[config.mk]
export PLATFORM = sky130hd
export DESIGN_NAME = integer_text_parser_unit
export DESIGN_NICKNAME = d
export VERILOG_FILES = /design/src/sv/itp_pkg.sv /design/src/sv/integer_text_parser_unit.sv
export SDC_FILE = /design/constraint.sdc
export NUM_CORES = 1
export LEC_CHECK = 0
export BUFFER_PORTS_ARGS = -buffer_cell sky130_fd_sc_hd__buf_2
export CAP_MARGIN = 20
export CORE_MARGIN = 4
export CORE_UTILIZATION = 56
export CTS_CLUSTER_SIZE = 25
export DETAILED_ROUTE_END_ITERATION = 7
export PLACE_DENSITY = 0.8
export SLEW_MARGIN = 20
export SYNTH_ARGS = -nofsm -noshare
export SYNTH_HDL_FRONTEND = slang
export SYNTH_SLANG_ARGS = --single-unit
[constraint.sdc]
create_clock -name i_clk -period 15.5 [get_ports i_clk]
set_input_delay 0.775 -clock i_clk [delete_from_list [all_inputs] [get_ports i_clk]]
set_output_delay 0.775 -clock i_clk [all_outputs]
set_load 0.01 [all_outputs]
[src/sv/itp_pkg.sv]
// ----------------------------------------------------------------------------
// itp_pkg
// Character codes and digit decode for the integer text parser.
// ----------------------------------------------------------------------------
package itp_pkg;

    localparam logic [7:0] CH_SPACE = 8'h20;
    localparam logic [7:0] CH_TAB   = 8'h09;
    localparam logic [7:0] CH_PLUS  = 8'h2B;
    localparam logic [7:0] CH_MINUS = 8'h2D;
    localparam logic [7:0] CH_ZERO  = 8'h30;
    localparam logic [7:0] CH_NINE  = 8'h39;
    localparam logic [7:0] CH_LO_A  = 8'h61;
    localparam logic [7:0] CH_LO_Z  = 8'h7A;
    localparam logic [7:0] CH_UP_A  = 8'h41;
    localparam logic [7:0] CH_UP_Z  = 8'h5A;
    localparam logic [7:0] CH_LO_X  = 8'h78;
    localparam logic [7:0] CH_UP_X  = 8'h58;

    localparam logic [5:0] BASE_AUTO  = 6'd0;
    localparam logic [5:0] BASE_MIN   = 6'd2;
    localparam logic [5:0] BASE_MAX   = 6'd36;
    localparam logic [5:0] BASE_OCT   = 6'd8;
    localparam logic [5:0] BASE_DEC   = 6'd10;
    localparam logic [5:0] BASE_HEX   = 6'd16;
    localparam logic [5:0] NO_DIGIT   = 6'd63;

    localparam int VALUE_W  = 64;
    localparam int OFFSET_W = 13;
    localparam int COUNT_LIMIT = 8191;

    function automatic logic [5:0] digit_of(input logic [7:0] c);
        logic [5:0] d;
        d = NO_DIGIT;
        if (c >= CH_ZERO && c <= CH_NINE) begin
            d = 6'(c - CH_ZERO);
        end else if (c >= CH_LO_A && c <= CH_LO_Z) begin
            d = 6'(c - CH_LO_A) + 6'd10;
        end else if (c >= CH_UP_A && c <= CH_UP_Z) begin
            d = 6'(c - CH_UP_A) + 6'd10;
        end
        return d;
    endfunction

endpackage

[src/sv/integer_text_parser_unit.sv]
// ----------------------------------------------------------------------------
// integer_text_parser_unit
// Character-serial text-to-integer converter with optional sign and base
// detection. One byte per beat in, one result beat per parsed number.
// ----------------------------------------------------------------------------
// Usage:
//   Input channel (i_in_valid/o_in_ready) carries one character per beat with
//   i_start_req marking the first character of a number. Output channel
//   (o_out_valid/i_out_ready) carries one result beat when the first
//   non-digit or NUL ends a number. Config channel (i_cfg_valid/o_cfg_ready)
//   writes the base: 0 auto-detects, 2 to 36 fixed; reset value is 10.
//   Write the base only while the block is idle; it is taken at each start.
// Timing:
//   A beat lands in the input register; then a single stage of digit decode
//   and a 64x6 multiply-add updates the parse state and the result register.
//   A result is valid once that stage has taken its ending beat; throughput
//   is one character per cycle while no held result stalls the stage.
// Reset and stall:
//   Reset empties both registers, sets the base to 10 and waits for a start.
//   While the receiver stalls a held result, no character is processed; an
//   empty input register still takes one beat, then o_in_ready drops.
// ----------------------------------------------------------------------------
module integer_text_parser_unit #(
    parameter int MAX_LEN = 4096
) (
    input  logic                          i_clk,
    input  logic                          i_rst_n,
    input  logic                          i_in_valid,
    output logic                          o_in_ready,
    input  logic                          i_start_req,
    input  logic [7:0]                    i_char_code,
    output logic                          o_out_valid,
    input  logic                          i_out_ready,
    output logic signed [itp_pkg::VALUE_W-1:0]  o_value,
    output logic [itp_pkg::OFFSET_W-1:0]  o_end_offset,
    output logic                          o_overflow,
    input  logic                          i_cfg_valid,
    output logic                          o_cfg_ready,
    input  logic [5:0]                    i_base_setting
);
    import itp_pkg::*;

    localparam int CAP_INT = (MAX_LEN < COUNT_LIMIT) ? MAX_LEN : COUNT_LIMIT;
    localparam logic [OFFSET_W-1:0] CNT_CAP = OFFSET_W'(CAP_INT);

    typedef enum logic [2:0] {
        PH_IDLE,
        PH_LEAD,
        PH_FIRST,
        PH_ZERO,
        PH_DIGITS
    } t_phase_e;

    logic [5:0]            r_cfg_base;
    logic                  r_in_valid;
    logic                  r_in_start;
    logic [7:0]            r_in_char;
    t_phase_e              r_phase,    n_phase;
    logic                  r_negative, n_negative;
    logic [5:0]            r_base,     n_base;
    logic                  r_zpp,      n_zpp;
    logic [VALUE_W-1:0]    r_acc,      n_acc;
    logic [OFFSET_W-1:0]   r_cnt,      n_cnt;
    logic                  r_ovf,      n_ovf;
    logic                  r_out_valid;
    logic [VALUE_W-1:0]    r_value,    n_value;
    logic [OFFSET_W-1:0]   r_offset,   n_offset;
    logic                  r_out_ovf;
    logic                  n_emit;
    logic                  proc_go;

    assign proc_go     = r_in_valid && (!r_out_valid || i_out_ready);
    assign o_in_ready  = !r_in_valid || proc_go;
    assign o_cfg_ready = 1'b1;
    assign o_out_valid = r_out_valid;
    assign o_value     = signed'(r_value);
    assign o_end_offset = r_offset;
    assign o_overflow  = r_out_ovf;

    always_comb begin
        logic [5:0]          d;
        logic                do_first;
        logic                do_dig;
        logic                base_ok;
        logic [VALUE_W+5:0]  prod;
        logic [OFFSET_W-1:0] cnt_bump;

        n_phase    = r_phase;
        n_negative = r_negative;
        n_base     = r_base;
        n_zpp      = r_zpp;
        n_acc      = r_acc;
        n_cnt      = r_cnt;
        n_ovf      = r_ovf;
        n_emit     = 1'b0;
        n_offset   = '0;
        do_first   = 1'b0;
        do_dig     = 1'b0;
        d          = digit_of(r_in_char);

        if (r_in_start) begin
            n_phase    = PH_LEAD;
            n_negative = 1'b0;
            n_base     = r_cfg_base;
            n_zpp      = 1'b0;
            n_acc      = '0;
            n_cnt      = '0;
            n_ovf      = 1'b0;
        end

        cnt_bump = (n_cnt < CNT_CAP) ? n_cnt + 1'b1 : n_cnt;

        unique case (n_phase)
            PH_LEAD: begin
                if (r_in_char == CH_SPACE || r_in_char == CH_TAB) begin
                    n_cnt = cnt_bump;
                end else if (r_in_char == CH_MINUS || r_in_char == CH_PLUS) begin
                    n_negative = (r_in_char == CH_MINUS);
                    n_cnt      = cnt_bump;
                    n_phase    = PH_FIRST;
                end else begin
                    do_first = 1'b1;
                end
            end
            PH_FIRST: begin
                do_first = 1'b1;
            end
            PH_ZERO: begin
                if (r_in_char == CH_LO_X || r_in_char == CH_UP_X) begin
                    n_base  = BASE_HEX;
                    n_cnt   = cnt_bump;
                    n_zpp   = 1'b1;
                    n_phase = PH_DIGITS;
                end else begin
                    if (n_base == BASE_AUTO) begin
                        n_base = BASE_OCT;
                    end
                    do_dig = 1'b1;
                end
            end
            PH_DIGITS: begin
                do_dig = 1'b1;
            end
            default: begin
            end
        endcase

        base_ok = (n_base == BASE_AUTO) || (n_base >= BASE_MIN && n_base <= BASE_MAX);
        if (do_first) begin
            if (!base_ok) begin
                n_emit = 1'b1;
            end else if (r_in_char == CH_ZERO &&
                         (n_base == BASE_AUTO || n_base == BASE_HEX)) begin
                n_acc   = '0;
                n_cnt   = cnt_bump;
                n_phase = PH_ZERO;
            end else begin
                if (n_base == BASE_AUTO) begin
                    n_base = BASE_DEC;
                end
                if (d < n_base) begin
                    do_dig = 1'b1;
                end else begin
                    n_emit = 1'b1;
                end
            end
        end

        prod = (VALUE_W+6)'(n_acc) * (VALUE_W+6)'(n_base) + (VALUE_W+6)'(d);
        if (do_dig) begin
            if (d < n_base) begin
                if (prod[VALUE_W+5:VALUE_W] != '0) begin
                    n_ovf = 1'b1;
                end
                n_acc   = prod[VALUE_W-1:0];
                n_cnt   = cnt_bump;
                n_zpp   = 1'b0;
                n_phase = PH_DIGITS;
            end else begin
                n_emit   = 1'b1;
                n_offset = n_zpp ? n_cnt - 1'b1 : n_cnt;
            end
        end

        if (n_emit) begin
            n_phase = PH_IDLE;
        end
        n_value = n_negative ? VALUE_W'(0) - n_acc : n_acc;
    end

    always_ff @(posedge i_clk) begin
        if (!i_rst_n) begin
            r_cfg_base     <= BASE_DEC;
            r_in_valid     <= 1'b0;
            r_out_valid    <= 1'b0;
            r_phase        <= PH_IDLE;
            r_negative     <= 1'b0;
            r_base         <= BASE_DEC;
            r_zpp          <= 1'b0;
            r_acc          <= '0;
            r_cnt          <= '0;
            r_ovf          <= 1'b0;
        end else begin
            if (i_cfg_valid) begin
                r_cfg_base <= i_base_setting;
            end
            if (i_in_valid && o_in_ready) begin
                r_in_valid <= 1'b1;
            end else if (proc_go) begin
                r_in_valid <= 1'b0;
            end
            if (proc_go) begin
                r_phase     <= n_phase;
                r_negative  <= n_negative;
                r_base      <= n_base;
                r_zpp       <= n_zpp;
                r_acc       <= n_acc;
                r_cnt       <= n_cnt;
                r_ovf       <= n_ovf;
                r_out_valid <= n_emit;
            end else if (i_out_ready) begin
                r_out_valid <= 1'b0;
            end
        end
    end

    always_ff @(posedge i_clk) begin
        if (i_in_valid && o_in_ready) begin
            r_in_start <= i_start_req;
            r_in_char  <= i_char_code;
        end
        if (proc_go && n_emit) begin
            r_value   <= n_value;
            r_offset  <= n_offset;
            r_out_ovf <= n_ovf;
        end
    end

endmodule

==> summary.txt, run 1 <==
Status
  – Outcome: finished clean

GRT
  – Pin count of the biggest net entering global routing: 83
  – Initial antenna violation count: 0
  – Vias in the first global route: 22700
  – Global route overflow: 0
  – Total track usage: 33.8%
  – First-pass GRT wire length: 127000 um

CTS
  – Clk sink count: 184
  – Clock buffer count from CTS: 17
  – TritonCTS clock tree: built
  – Clock-pin slew on the worst setup and hold paths: 70 ps
  – Post-CTS Setup Bufs: 0
  – Clk Latency, worst-skew pair: roughly 450 ps
  – CTS H-tree depth: 4
  – # hold bufs at CTS: 0
  – Root Buffer: clkbuf_16
  – Clk buf depth: 2
  – Cts repair resizes: 0

Setup path
  – Startpoint Class: register
  – Master of the slowest instance on the critical path: nor2_1
  – Reg2reg start: r_in_char[0]
  – CP required: 15690 ps
  – Crit end category: register
  – R2R Setup Slk: 4750 ps
  – Critical path type: reg -> reg
  – RR Endpoint: o_value[53]
  – Max incr delay on CP: approximately 880 ps
  – R2R depth: 29
  – Worst Path Max Fanout: 53
  – Worst EP arrival: around 11000 ps

Die
  – I/O Pins: 101
  – Initial core utilization: 57.0%
  – Chip Width: 218 um
  – Die area: between 40000 and 50000 um2
  – Core Box Area: 43400 um2
  – Row cnt: 76
  – Die H: 218 um

Hold path
  – Hold Path Class: reg -> reg
  – WHS Endpoint: r_zpp
  – Min-Delay Startpoint: r_zpp
  – Hold path cells: 2

Synth
  – Seq/Total Area, Yosys: 18.4%
  – Synthesized area: between 20000 and 25000 um2
  – Syn_area_per_cell: 8.34 um2
  – Post-synth EDFFs: 87
  – Synth area leaders: fa_1, edfxtp_1, ha_1, dfxtp_1, nor2_1
  – Yosys top cell area share: 20.4%
  – Most frequent cells after synthesis: nor2_1, nand2_1, fa_1, a21oi_1, and2_1
  – Synth unique cells: 109
  – Top_reg_cell synth: dfxtp_1
  – Syn nets: 3397
  – Post-Synthesis Cells: 2960
  – Post-synth ARST share: 0%
  – Synthesis warning total: 0
  – Yosys top cell by area: fa_1
  – Yosys reg bits: roughly 180
  – Most common cell in the netlist: nor2_1

Power
  – Total power: 1.37 mW
  – LEAKAGE: around 12 nW
  – Switching Share: 34.5%
  – P_int: 897 uW
  – IR drop worst, VDD: ~0.08 mV
  – Clk pwr share: 32.0%
  – Psw: 472 uW
  – Pwr Density: 52.6 nW/um2
  – Power share of the sequential group: just over 40%
  – Combinational share of power: 27.0%

Timing
  – # setup viols final: 0
  – Hold Fails Final Rpt: 0
  – FMAX: ~93 MHz
  – Setup TNS Final: 0 ps
  – Setup slack after layout: 4750 ps
  – Clock skew: 14.6 ps
  – Final period utilization: 69.4%
  – Max Slew Vio Count: 0
  – RSZ-0062 raised after global routing: no
  – Normalized max-slew margin: 24.2%
  – Worst slew pin tran: 1140 ps
  – Final min period: 10750 ps

Final layout
  – Area of the multi-input gates: 19000 um2
  – Reg area: about 4600 um2
  – Fillers: between 3000 and 4000
  – Layout cell share with drive strength beyond 1: 7.74%
  – Synth-to-Final Area Change: 5.41%
  – Nets: 3355
  – Fin area: 26000 um2
  – # diodes: 0

Placed design
  – DP Area: roughly 25000 um2
  – DP HPWL: 61300 um
  – Placement Setup Slack: ~5000 ps
  – Port bufs: 99
  – RD Place Congestion: 1.10

Route
  – Routed wire length: just over 80000 um
  – Wire per inst: about 23 um
  – Number of remaining DRC errors: 0
  – Initial DRC count: approximately 3300
  – DRT Pass-1 Iters: 6
  – Routed via count: 23400
  – Post-route ant nets: 0
  – Vias per cell: 6.66

Run
  – Max cap viols: 0
power groups by stage:
stage               clock network [mW]  logic, mW  registers (mW)
floorplan                            0      0.248           0.564
global placement                     0      0.347           0.571
detailed placement                   0      0.355           0.571
CTS                              0.441      0.358           0.560
global route                     0.464      0.399           0.564
finish                           0.438      0.369           0.562
placed cells by master (no fill, tap or decap), drive strengths merged, types with 17 or more instances in the layout:
cell type	count
fa	252
mux2i	25
or3	30
edfxtp	87
and3	64
a21oi	210
buf	124
clkbuf	22
xnor2	76
o21a	29
nand4	31
dfxtp	97
a22oi	19
a211oi	62
o31ai	20
nor4	17
inv	117
nor3	58
ha	165
o21ai	144
nand2	284
and2	167
a31oi	36
nor2b	23
a21o	27
o211ai	25
nand3	61
xor2	39
nor2	406
routing by layer:
layer | global-route usage, % | wire [um] | vias up
met4 | 14.2 | 3860 | 0
li1 | - | - | 10300
met5 | 0 | 0 | -
met1 | 47.7 | 31900 | 11200
met3 | 8.64 | 11100 | 262
met2 | 49.5 | 33900 | 1667
sequential cells by signal (all words and copies together), names as in the netlist, 3 cells and up:
register	flops
o_end_offset	13
o_value	64
r_acc	64
r_base	6
r_cfg_base	6
r_cnt	13
r_in_char	8
r_phase	3
metrics by stage:
| stage | hold slack (ps) | instances | utilization [%] |
|---|---|---|---|
| after floorplan | 433 | 2960 | - |
| after global placement | 443 | 3483 | 58.6 |
| after detailed placement | 452 | 3483 | 58.6 |
| after CTS | 462 | 3515 | 60.0 |
| after global routing | 484 | 3516 | 60.0 |
| final | 461 | 3516 | 60.0 |
kinds of logic (layout without fill, tap and decap cells):
| family | count (synthesis) | in the layout | share of synthesized area [%] |
|---|---|---|---|
| XOR/XNOR | 115 | 115 | 4.08 |
| flip-flops | 184 | 184 | 18.4 |
| buffers and inverters | 303 | 274 | 4.88 |
| AND/OR/NAND/NOR | 1212 | 1212 | 24.0 |
| multiplexers | 34 | 34 | 1.42 |
| AO/OA/AOI/OAI | 694 | 694 | 18.4 |
| adder cells (fa/ha/maj) | 417 | 417 | 28.8 |
| other | 1 | 1 | 0.0152 |
worst max-delay path: cells and delay by family (launching register included):
family                     cells  cell delay [ps]
AOI/OAI and AO/OA              6             1800
adders and majority gates      6             2740
and+or+nand+nor                9             3480
buffers and inverters          6             1480
DFF                            1              500
xor gates and xnor gates       2              430
cell type report:
type | instances | area share (%)
Timing Repair Buffer | 124 | 2.70
Clock buffer | 22 | 1.78
Tap cell | 585 | 2.81
Multi-Input combinational cell | 2473 | 73.0
Inverter | 118 | 1.70
Sequential cell | 184 | 17.5
Clock inverter | 10 | 0.457
worst max path at each step:
stage                      start     endpoint  cells past startpoint
global placement      r_in_start  o_value[53]                     28
finish              r_in_char[0]  o_value[53]                     29
floorplan           r_in_char[0]  o_value[59]                     32
CTS                   r_in_start  o_value[53]                     28
detailed placement    r_in_start  o_value[53]                     28
global route          r_in_start  o_value[63]                     28
Power figures use the tool's default switching activity.
==> run 2: changes to the inputs <==
- PLACE_DENSITY: 0.8 -> 0.83
- clock period: 15.5 -> 9.1 ns (I/O delays scaled with it)
==> run 2 against run 1 <==
Effect of this change: sequential cell count is the same; utilization grew 2.0 points; wire length shrank 0.84%; power grew 72%; sequential share of layout area shrank 0.56 points; hold slack lost 280 ps; critical path depth grew 2; register-to-register slack lost 4400 ps; fmax grew 22%; combinational power grew 81%; via count grew 1.0%; setup slack lost 4400 ps; critical path type unchanged.
==> summary.txt, run 2 (synthesized netlist as in run 1, its figures left out) <==
Final layout
  – Commonest non-fill, non-tap cell in the layout: nor2_1
  – Most frequent cells in the layout: nor2_1, nand2_1, fa_1
  – Nets: 3435
  – # diodes: 0
  – Non-filler cells, final: between 3000 and 4000
  – Fillers: 3736
  – Synth-to-Final Area Change: 8.87%
  – Layout cell share with drive strength beyond 1: 11.4%

Die
  – Row cnt: 76
  – Die area: approximately 48000 um2
  – Die H: between 200 and 250 um
  – I/O Pins: 101
  – Core Box Area: 43400 um2
  – Chip Width: 218 um
  – Initial core utilization: 57.0%

Timing
  – Worst slew pin tran: 1010 ps
  – FMAX: 114 MHz
  – Final min period: 8790 ps
  – Final period utilization: 96.6%
  – # setup viols final: 0
  – Normalized max-slew margin: 32.7%
  – Final hold slack: between 150 and 200 ps
  – Max Slew Vio Count: 0
  – Clock skew: 9.43 ps
  – Setup slack after layout: 306 ps
  – Hold Fails Final Rpt: 0

CTS
  – TritonCTS clock tree: built
  – Clock buffer count from CTS: 17
  – Clock-pin slew on the worst setup and hold paths: 70 ps
  – Clk sink count: 184
  – # hold bufs at CTS: 0
  – Root Buffer: clkbuf_16
  – CTS H-tree depth: 4
  – Clk buf depth: 2
  – Clk Latency, worst-skew pair: 450 ps

Setup path
  – Most common cell on crit path: inv_1
  – CP required: 9290 ps
  – Crit end category: register
  – Worst EP arrival: 8990 ps
  – R2R depth: 31
  – Critical path depth: 31
  – Master of the slowest instance on the critical path: or4b_4
  – Critical path type: reg -> reg
  – Startpoint Class: register
  – Worst Path Max Fanout: 6
  – Worst path bufs/invs: 6
  – Max incr delay on CP: 610 ps
  – Top delay family on crit path: adder cells

Placed design
  – Placed cells: 3552
  – Placement Setup Slack: -25.9 ps
  – RD Place Congestion: ~1
  – DP HPWL: between 60000 and 70000 um
  – Port bufs: 99

GRT
  – Vias in the first global route: ~23000
  – Total track usage: about 33%
  – First-pass GRT wire length: roughly 130000 um
  – Initial antenna violation count: 0
  – Global route overflow: 0
  – Pin count of the biggest net entering global routing: 91

Power
  – Total power: ~2.4 mW
  – IR drop worst, VDD: 0.126 mV
  – LEAKAGE: 12.2 nW
  – Pwr Density: 87.5 nW/um2

Hold path
  – Hold Path Class: in -> reg
  – Hold path cells: 1

Route
  – Post-route ant nets: 0
  – DRT Pass-1 Iters: 7
  – Routed via count: 23600
  – Wire per inst: 22.3 um
  – Routed wire length: between 80000 and 90000 um
  – Initial DRC count: 3313
  – Vias per cell: around 6.6
  – Number of remaining DRC errors: 0

Run
  – Max cap viols: 0

Status
  – Outcome: finished clean
==> run 2: cell count changes in the layout (fill, tap and decap cells not counted), sizes merged <==
cell    previous run  this run
buf              124       204
clkbuf            22        17
inv              117       122
bufinv             2         0
clkinv             7         9
==> run 2: stage by stage <==
stage / util [%] / cell area (um2) / setup TNS (ps)
floorplan: - / 24700 / 0
global route: 62.0 / 26900 / -13.7
global placement: 59.9 / 26000 / -2.40
detailed placement: 59.9 / 26000 / -25.9
CTS: 61.2 / 26500 / 0
finish: 62.0 / 26900 / 0
==> run 2: worst paths after layout <==
check                 startpoint            to  slack [ps]
setup / recovery    r_in_char[4]   o_value[59]         310
hold reg to reg            r_zpp         r_zpp         460
setup reg to reg    r_in_char[4]   o_value[59]         310
hold / removal    i_char_code[0]  r_in_char[0]         180
==> run 2: timing repair <==
action	4_1_cts	5_1_grt
buffers inserted	0	12
endpoints found under the setup margin	2	35
pin swaps	0	8
gates resized for setup	1	57
==> run 2: layout make-up <==
class / instances / area (um2) / share of cell area (%)
clock buffers: 17 / 425 / 1.58
multi-input cells: 2473 / 19200 / 71.6
inverters: 118 / 444 / 1.65
flip-flops and latches: 184 / 4550 / 16.9
well taps: 585 / 732 / 2.72
repair buffers: 204 / 1340 / 4.97
clock inverters: 15 / 154 / 0.572
==> run 2: worst register-to-register path: cells and delay by family (launching register included) <==
family	cells	cell delay, ps
muxes	1	320
AOI/OAI and AO/OA	8	2460
adders and majority gates	6	2530
xor gates and xnor gates	2	540
and+or+nand+nor	8	1800
DFF	1	450
buffers and inverters	6	440
==> run 2: layer usage <==
metal	part of all wire [%]	global-route usage, %
met1	40	46.7
met2	42	48.8
met3	15	11.4
met4	3.5	10.8
met5	0	0
==> run 2: power by group <==
part	switching [mW]	internal [mW]
Clock	0.365	0.366
Sequential	0.0458	0.908
Combinational	0.443	0.226
